## src/rtl/core/r10unp_pkg.sv

```systemverilog
`default_nettype none
// ----------------------------------------------------------------------------
// r10unp_pkg
// Types and constants shared by the RAW10 row unpacker.
// ----------------------------------------------------------------------------
package r10unp_pkg;

  localparam int BYTE_W     = 8;
  localparam int PIXEL_W    = 10;
  localparam int STRIDE_W   = 14;
  localparam int GROUPS_W   = 12;
  localparam int ROWS_W     = 13;
  localparam int CFG_DATA_W = 14;
  localparam int CFG_IDX_W  = 2;

  localparam int POS_W      = 14;
  localparam int PHASE_W    = 3;
  localparam int GCOUNT_W   = 11;
  localparam int RCOUNT_W   = 12;

  // Configuration register indexes.
  localparam logic [CFG_IDX_W-1:0] REG_ROW_STRIDE = 2'd0;
  localparam logic [CFG_IDX_W-1:0] REG_GROUPS     = 2'd1;
  localparam logic [CFG_IDX_W-1:0] REG_ROWS       = 2'd2;

  // Register values after reset.
  localparam logic [STRIDE_W-1:0] STRIDE_RESET = 14'd4128;
  localparam logic [GROUPS_W-1:0] GROUPS_RESET = 12'd820;
  localparam logic [ROWS_W-1:0]   ROWS_RESET   = 13'd2464;

  // Group phase codes: 0..3 collect high bytes, then the split byte, then padding.
  localparam logic [PHASE_W-1:0] PHASE_SPLIT = 3'd4;
  localparam logic [PHASE_W-1:0] PHASE_DONE  = 3'd5;

  // Masks for the low two bits of each pixel within the split byte.
  localparam logic [BYTE_W-1:0] SPLIT_MASK_A = 8'b1100_0000;
  localparam logic [BYTE_W-1:0] SPLIT_MASK_B = 8'b0011_0000;
  localparam logic [BYTE_W-1:0] SPLIT_MASK_C = 8'b0000_1100;
  localparam logic [BYTE_W-1:0] SPLIT_MASK_D = 8'b0000_0011;

  typedef struct packed {
    logic [PIXEL_W-1:0] pixel_a;
    logic [PIXEL_W-1:0] pixel_b;
    logic [PIXEL_W-1:0] pixel_c;
    logic [PIXEL_W-1:0] pixel_d;
    logic               row_end;
    logic               frame_end;
  } result_t;

endpackage
`default_nettype wire

```

## src/rtl/core/raw10_row_unpacker_unit.sv

```systemverilog
`default_nettype none
// ----------------------------------------------------------------------------
// raw10_row_unpacker_unit
// Unpacks a RAW10 byte stream, one byte per request, into groups of four
// 10-bit pixels, skipping row padding and flagging row and frame ends.
// ----------------------------------------------------------------------------
// A group's result is registered when its split byte is taken.
// Throughput: one byte per cycle while data_stall is low; the byte counters
// and the 4-byte holding register update together, so bytes stream
// back to back. A result register plus a one-entry skid register let bytes
// keep flowing while the result side stalls until a second group is waiting;
// data_stall rises only when both hold.
// Reset (rst, synchronous): counters clear, config registers load defaults.
// ----------------------------------------------------------------------------
module raw10_row_unpacker_unit #(
  parameter int MAX_ROW_BYTES = 16384,
  parameter int MAX_GROUPS    = 2048,
  parameter int MAX_ROWS      = 4096
) (
  input  wire logic                                 clk,
  input  wire logic                                 rst,
  // Configuration write port.
  input  wire logic                                 cfg_write,
  input  wire logic [r10unp_pkg::CFG_IDX_W-1:0]     cfg_index,
  input  wire logic [r10unp_pkg::CFG_DATA_W-1:0]    cfg_data,
  // Byte input channel.
  input  wire logic                                 data_valid,
  output logic                                      data_stall,
  input  wire logic [r10unp_pkg::BYTE_W-1:0]        data_byte,
  // Pixel group output channel.
  output logic                                      pixel_valid,
  input  wire logic                                 pixel_stall,
  output logic [r10unp_pkg::PIXEL_W-1:0]            pixel_a,
  output logic [r10unp_pkg::PIXEL_W-1:0]            pixel_b,
  output logic [r10unp_pkg::PIXEL_W-1:0]            pixel_c,
  output logic [r10unp_pkg::PIXEL_W-1:0]            pixel_d,
  output logic                                      row_end,
  output logic                                      frame_end
);

  localparam int STRIDE_W = r10unp_pkg::STRIDE_W;
  localparam int GROUPS_W = r10unp_pkg::GROUPS_W;
  localparam int ROWS_W   = r10unp_pkg::ROWS_W;
  localparam int POS_W    = r10unp_pkg::POS_W;
  localparam int PHASE_W  = r10unp_pkg::PHASE_W;
  localparam int GCOUNT_W = r10unp_pkg::GCOUNT_W;
  localparam int RCOUNT_W = r10unp_pkg::RCOUNT_W;
  localparam int BYTE_W   = r10unp_pkg::BYTE_W;

  // Configuration registers.
  logic [STRIDE_W-1:0] row_stride_bytes;
  logic [GROUPS_W-1:0] groups_per_row;
  logic [ROWS_W-1:0]   rows_per_frame;

  // Row walking state.
  logic [POS_W-1:0]    byte_position, byte_position_next;
  logic [PHASE_W-1:0]  group_phase, group_phase_next;
  logic [GCOUNT_W-1:0] group_count, group_count_next;
  logic [RCOUNT_W-1:0] row_count, row_count_next;
  logic [BYTE_W-1:0]   high_bytes [4];

  // Result register and skid register.
  r10unp_pkg::result_t out_reg, skid_reg, result;
  logic                out_valid, skid_valid;

  // Effective limits: each register saturates at its parameter. One extra bit
  // holds a limit equal to the register's full range.
  logic [STRIDE_W:0] stride_eff;
  logic [GROUPS_W:0] groups_eff;
  logic [ROWS_W:0]   rows_eff;

  logic accept, out_fire, produce, collecting, last_row, group_last, row_wrap;

  always_ff @(posedge clk) begin
    if (rst) begin
      row_stride_bytes <= r10unp_pkg::STRIDE_RESET;
      groups_per_row   <= r10unp_pkg::GROUPS_RESET;
      rows_per_frame   <= r10unp_pkg::ROWS_RESET;
    end else if (cfg_write) begin
      case (cfg_index)
        r10unp_pkg::REG_ROW_STRIDE: row_stride_bytes <= cfg_data[STRIDE_W-1:0];
        r10unp_pkg::REG_GROUPS:     groups_per_row   <= cfg_data[GROUPS_W-1:0];
        r10unp_pkg::REG_ROWS:       rows_per_frame   <= cfg_data[ROWS_W-1:0];
        default: ;
      endcase
    end
  end

  always_comb begin
    stride_eff = (32'(row_stride_bytes) > MAX_ROW_BYTES) ?
                 (STRIDE_W+1)'(MAX_ROW_BYTES) : {1'b0, row_stride_bytes};
    groups_eff = (32'(groups_per_row) > MAX_GROUPS) ?
                 (GROUPS_W+1)'(MAX_GROUPS) : {1'b0, groups_per_row};
    rows_eff   = (32'(rows_per_frame) > MAX_ROWS) ?
                 (ROWS_W+1)'(MAX_ROWS) : {1'b0, rows_per_frame};
  end

  // A new byte is taken whenever the skid register is free, so one result can
  // always be parked even if the output side stalls on that same cycle.
  assign data_stall = skid_valid;
  assign accept     = data_valid && !data_stall;
  assign out_fire   = out_valid && !pixel_stall;

  // Per-byte decode. Compares are done at least one bit wider than the
  // counters so the +1 never wraps.
  always_comb begin
    last_row   = ((ROWS_W+1)'(row_count) + 1'b1) >= rows_eff;
    collecting = (group_phase < r10unp_pkg::PHASE_DONE) &&
                 ((GROUPS_W+1)'(group_count) < groups_eff);
    group_last = ((GROUPS_W+1)'(group_count) + 1'b1) >= groups_eff;
    row_wrap   = ((STRIDE_W+1)'(byte_position) + 1'b1) >= stride_eff;
    produce    = accept && collecting && (group_phase == r10unp_pkg::PHASE_SPLIT);

    // The split byte carries the low two bits of all four pixels.
    result.pixel_a   = {high_bytes[0],
                        2'((data_byte & r10unp_pkg::SPLIT_MASK_A) >> 6)};
    result.pixel_b   = {high_bytes[1],
                        2'((data_byte & r10unp_pkg::SPLIT_MASK_B) >> 4)};
    result.pixel_c   = {high_bytes[2],
                        2'((data_byte & r10unp_pkg::SPLIT_MASK_C) >> 2)};
    result.pixel_d   = {high_bytes[3], 2'(data_byte & r10unp_pkg::SPLIT_MASK_D)};
    result.row_end   = group_last;
    result.frame_end = group_last && last_row;

    group_phase_next   = group_phase;
    group_count_next   = group_count;
    byte_position_next = byte_position;
    row_count_next     = row_count;

    if (collecting) begin
      if (group_phase == r10unp_pkg::PHASE_SPLIT) begin
        if (group_last) begin
          // The row's active groups are done; the rest is padding.
          group_phase_next = r10unp_pkg::PHASE_DONE;
        end else begin
          group_count_next = group_count + 1'b1;
          group_phase_next = '0;
        end
      end else begin
        group_phase_next = group_phase + 1'b1;
      end
    end

    if (row_wrap) begin
      // A partly collected group at the row boundary is dropped here.
      byte_position_next = '0;
      group_phase_next   = '0;
      group_count_next   = '0;
      row_count_next     = last_row ? '0 : row_count + 1'b1;
    end else begin
      byte_position_next = byte_position + 1'b1;
    end
  end

  always_ff @(posedge clk) begin
    if (rst) begin
      byte_position <= '0;
      group_phase   <= '0;
      group_count   <= '0;
      row_count     <= '0;
    end else if (accept) begin
      byte_position <= byte_position_next;
      group_phase   <= group_phase_next;
      group_count   <= group_count_next;
      row_count     <= row_count_next;
    end
  end

  // High bytes of the group being collected; only read after being written
  // earlier in the same group.
  always_ff @(posedge clk) begin
    if (accept && collecting && (group_phase < r10unp_pkg::PHASE_SPLIT)) begin
      high_bytes[group_phase[1:0]] <= data_byte;
    end
  end

  // Output register with a one-entry skid behind it. The skid fills only when
  // a result arrives while the output register is held by a stall.
  always_ff @(posedge clk) begin
    if (rst) begin
      out_valid  <= 1'b0;
      skid_valid <= 1'b0;
    end else if (!out_valid || out_fire) begin
      out_valid  <= skid_valid || produce;
      skid_valid <= skid_valid && produce;
    end else if (produce) begin
      skid_valid <= 1'b1;
    end
  end

  always_ff @(posedge clk) begin
    if (!out_valid || out_fire) begin
      out_reg <= skid_valid ? skid_reg : result;
      if (skid_valid) begin
        skid_reg <= result;
      end
    end else if (produce) begin
      skid_reg <= result;
    end
  end

  assign pixel_valid = out_valid;
  assign pixel_a     = out_reg.pixel_a;
  assign pixel_b     = out_reg.pixel_b;
  assign pixel_c     = out_reg.pixel_c;
  assign pixel_d     = out_reg.pixel_d;
  assign row_end     = out_reg.row_end;
  assign frame_end   = out_reg.frame_end;

endmodule
`default_nettype wire
```

## config.mk

```make
export PLATFORM = sky130hd
export DESIGN_NAME = raw10_row_unpacker_unit
export DESIGN_NICKNAME = d
export VERILOG_FILES = /design/src/rtl/core/r10unp_pkg.sv /design/src/rtl/core/raw10_row_unpacker_unit.sv
export SDC_FILE = /design/constraint.sdc
export NUM_CORES = 1
export LEC_CHECK = 0
export ABC_AREA = 1
export BUFFER_PORTS_ARGS = -buffer_cell sky130_fd_sc_hd__buf_2
export CAP_MARGIN = 25
export CELL_PAD_IN_SITES_DETAIL_PLACEMENT = 0
export CELL_PAD_IN_SITES_GLOBAL_PLACEMENT = 1
export CORE_UTILIZATION = 45
export DETAILED_ROUTE_END_ITERATION = 10
export PLACE_DENSITY_LB_ADDON = 0.1
export SETUP_SLACK_MARGIN = 0.4
export SYNTH_ARGS = -nofsm -noshare
export SYNTH_HDL_FRONTEND = slang
export SYNTH_SLANG_ARGS = --single-unit
```

## constraint.sdc

```tcl
create_clock -name clk -period 13.3 [get_ports clk]
set_input_delay 0 -clock clk [delete_from_list [all_inputs] [get_ports clk]]
set_output_delay 0 -clock clk [all_outputs]
set_load 0.01 [all_outputs]
```

==> metrics list <==
- TritonCTS built the clock tree.
- Once layout is complete, the cells apart from fillers number around 1400.
* Root buf cell: clkbuf_16
* Setup Skew: 0.0151 ns
- STA classifies the critical path endpoint as a register.
- Of the cells placed in the final design, the portion with a size suffix greater than 1 is 0.116.
* Final slew viol count: 0
- At the pin with the least slew margin, the transition time is roughly 0.9 ns.
* CTS H-tree depth: 4
* Status: finished, final reports clean
* Number of resized instances in the post-cts repair step: 0
- Prior to clock tree synthesis, the placed netlist has a worst setup slack of 9.63 ns.
- Fill cells in the final layout number ~1800.
- The register with the most flip-flops in the layout has between 40 and 50 of them.
* Initial antenna violation count: 0
- The number of nets in the synthesized netlist is about 1100.
- Clock latency at the later pin of the worst-skew pair: ~0.43 ns
* Detailed-route vias per instance: slightly below 5
- Setup violations remaining at the end of the flow were counted as 0.
- The min-delay analysis places its worst path in the category primary input to register.
- Number of maximum-capacitance constraint violations: 0
- Sequential fraction of the synthesis area: 0.555
- Dividing total power by cell area gives a power density of around 120 nW/µm².
* # clock sinks: just under 200
- Boundary Pins: 73
- After detailed routing, the average wire length per cell comes to ~14 µm.
- Worst EP arrival: between 3 and 4 ns
* Number of hold violations in the final report: 0
* Die outline area: roughly 21000 µm²
- In the final design database the tool counted 1187 nets.
* Unrepaired setup endpoints after global routing: no
- During placement, the flow inserted port buffers numbering 72.
- The worst path in the final design needs a cycle of 3.60 ns, including I/O delays and setup.
- Counting distinct cell types in the post-synthesis netlist gives 40.
- The initial utilization of the core area, before any placement, comes to 0.465.
- After detailed placement, the design holds a cell count of around 1300.
* Clock slew at reported path FFs: around 0.070 ns
- Slew margin rel.: 0.399
- Number of buffers inserted during clock tree synthesis: 17
* Remaining global-route overflow: 0
- Measured along the x axis, the die boundary spans around 150 µm.
- The congestion estimate from routability-driven global placement came to approximately 0.77.
- Maximum number of pins on one net before global-route repair: 56
* Core area: 19800 µm²
- Timing would allow up to 278 MHz.
* Leakage: 0.00475 µW
* Number of remaining DRC errors: 0
- After synthesis the cells add up to around 9200 µm².
* Worst ir drop on vdd: between 0.08 and 0.09 mV
* Die height: about 150 µm
- Post-Syn Area per Cell: 9.13 µm²
* Required @ worst endpoint: roughly 13 ns
- Total power for the finished layout comes to roughly 1300 µW.
- Crit Path Max Fanout: 36
- Number of standard cells after synthesis: between 1000 and 1500
- Number of antenna cells inserted: 0
- Layout Area Growth over Synthesis: 16.0%
* Antenna violation net count after detailed routing: 0
- The worst setup path is of the register to register kind.
* Drt first pass iters: 4
* Count of warnings emitted by yosys: 0
- Number of buffers on the longest clock path: 2
- Final clock period utilization by the worst path: 0.271
- Post-route setup TNS: 0 ns
* Total GRT Usage: 0.192
- Measured on the finished design, the core utilization comes to 0.540.
* Post-route worst setup slack: 9.70 ns
* Total of flip-flops plus latches after synthesis: slightly below 200
- Placement Rows: just over 50
- The number of global-route vias before repair is 6392.
- The first global-routing pass estimated around 32 mm of wire.
- For this block, the via count after detailed routing is 6741.
- The worst setup path is launched from a register.
- After the first detailed-routing iteration, the DRC count stood at 449.
- Final routed wirelength across all metal layers: between 15 and 20 mm
- HPWL after DPL: about 14 mm
[where the power goes]
part / internal (µW) / total, µW / switching [µW]
registers: 661 / 670 / 8.20
logic: 31.3 / 83.8 / 52.5
clock network: 254 / 508 / 254
[final cells by class]
cell class,count,area [µm²],share of cell area
timing repair buffer,104,668,0.0626
inverter,98,369,0.0346
multi-input combinational,683,3610,0.338
clock inverter,15,169,0.0158
tap,265,332,0.0311
sequential,197,5100,0.478
clock buffer,17,425,0.0399
[per-stage QoR]
stage | hold WS (ns) | cell area [µm²]
CTS | 0.0578 | 10700
global route | 0.0989 | 10700
floorplan | 0.0989 | 9210
finish | 0.0781 | 10700
global placement | 0.253 | 9810
detailed placement | 0.254 | 9810
[Yosys cell counts, drive strengths merged]
library cell / n / area [µm²]
a21oi: 60 / 300
a22oi: 12 / 90.1
nand3: 40 / 215
a31oi: 1 / 6.26
clkbuf: 22 / 82.6
xnor2: 8 / 70.1
dfxtp: 81 / 1620
ha: 57 / 713
o21bai: 3 / 22.5
nand3b: 2 / 15.0
nand4: 20 / 125
and3: 1 / 6.26
or4: 1 / 7.51
a221oi: 1 / 15.0
nor4: 4 / 25.0
nor2: 99 / 382
inv: 95 / 357
a211oi: 2 / 15.0
edfxtp: 116 / 3480
o21ai: 43 / 215
clkinv: 3 / 12.5
o211ai: 2 / 15.0
and2: 2 / 12.5
buf: 8 / 56.3
xor2: 16 / 140
or2: 2 / 12.5
o21a: 1 / 7.51
nor3: 7 / 46.3
nand2: 299 / 1130
[worst paths after layout]
kind                startpoint                to  slack (ns)  depth (start not counted)
min                        rst  byte_position[4]        0.08                          2
min reg2reg   high_bytes[2][4]      skid_reg[18]        0.45                          0
max reg2reg  groups_per_row[1]      skid_reg[12]        9.70                         15
max          groups_per_row[1]      skid_reg[12]        9.70                         15
[metal layers]
metal  GRT usage  wire [µm]  vias to the layer above  part of all wire
met5           0          0                        -                 0
met4      0.0548        180                        0            0.0093
met3      0.0264        539                       11             0.028
met2       0.327       9210                      105              0.48
met1       0.255       9450                     3077              0.49
li1            -          -                     3548                 -
[cells by family (layout without fill, tap and decap cells)]
kind of cell,after synthesis,in the layout,share of synthesized area
buf+inv,128,234,0.0552
fa+ha+maj,57,57,0.0775
compound gates,125,125,0.0746
xor+xnor,24,24,0.0228
flops,197,197,0.555
simple gates,477,477,0.215
[placed cells by master, fill, tap and decap left out, types with 5 or more instances in the layout]
cell type	n
o21ai_0	40
nand3_1	37
dlygate4sd3_1	27
clkbuf_16	17
a22oi_1	12
a21oi_1	59
edfxtp_1	116
xnor2_1	8
buf_4	5
nand2_1	295
buf_2	72
inv_1	93
nor2_1	95
nor3_1	6
dfxtp_1	81
xor2_1	16
inv_8	5
nand4_1	20
ha_1	57
[critical path: stages (launching register included)]
cell and delay, ns:
dfxtp_1 0.33, nor4_1 0.30, and2_1 0.17, a21oi_1 0.08
inv_1 0.16, nand2_1 0.12, ha_1 0.30, a21oi_1 0.15
nand2_1 0.10, nand2_1 0.07, nand4_1 0.12, or2_2 0.35
nor2_1 0.13, nor2_1 0.08, a21oi_4 0.29, buf_4 0.48
[repair_timing]
action                                  in CTS  in global routing
endpoints found under the setup margin       0                  0
hold buffers                                27                  0
buffers inserted                             0                  0
hold endpoints to repair                    85                  0
Power figures use the tool's default switching activity.
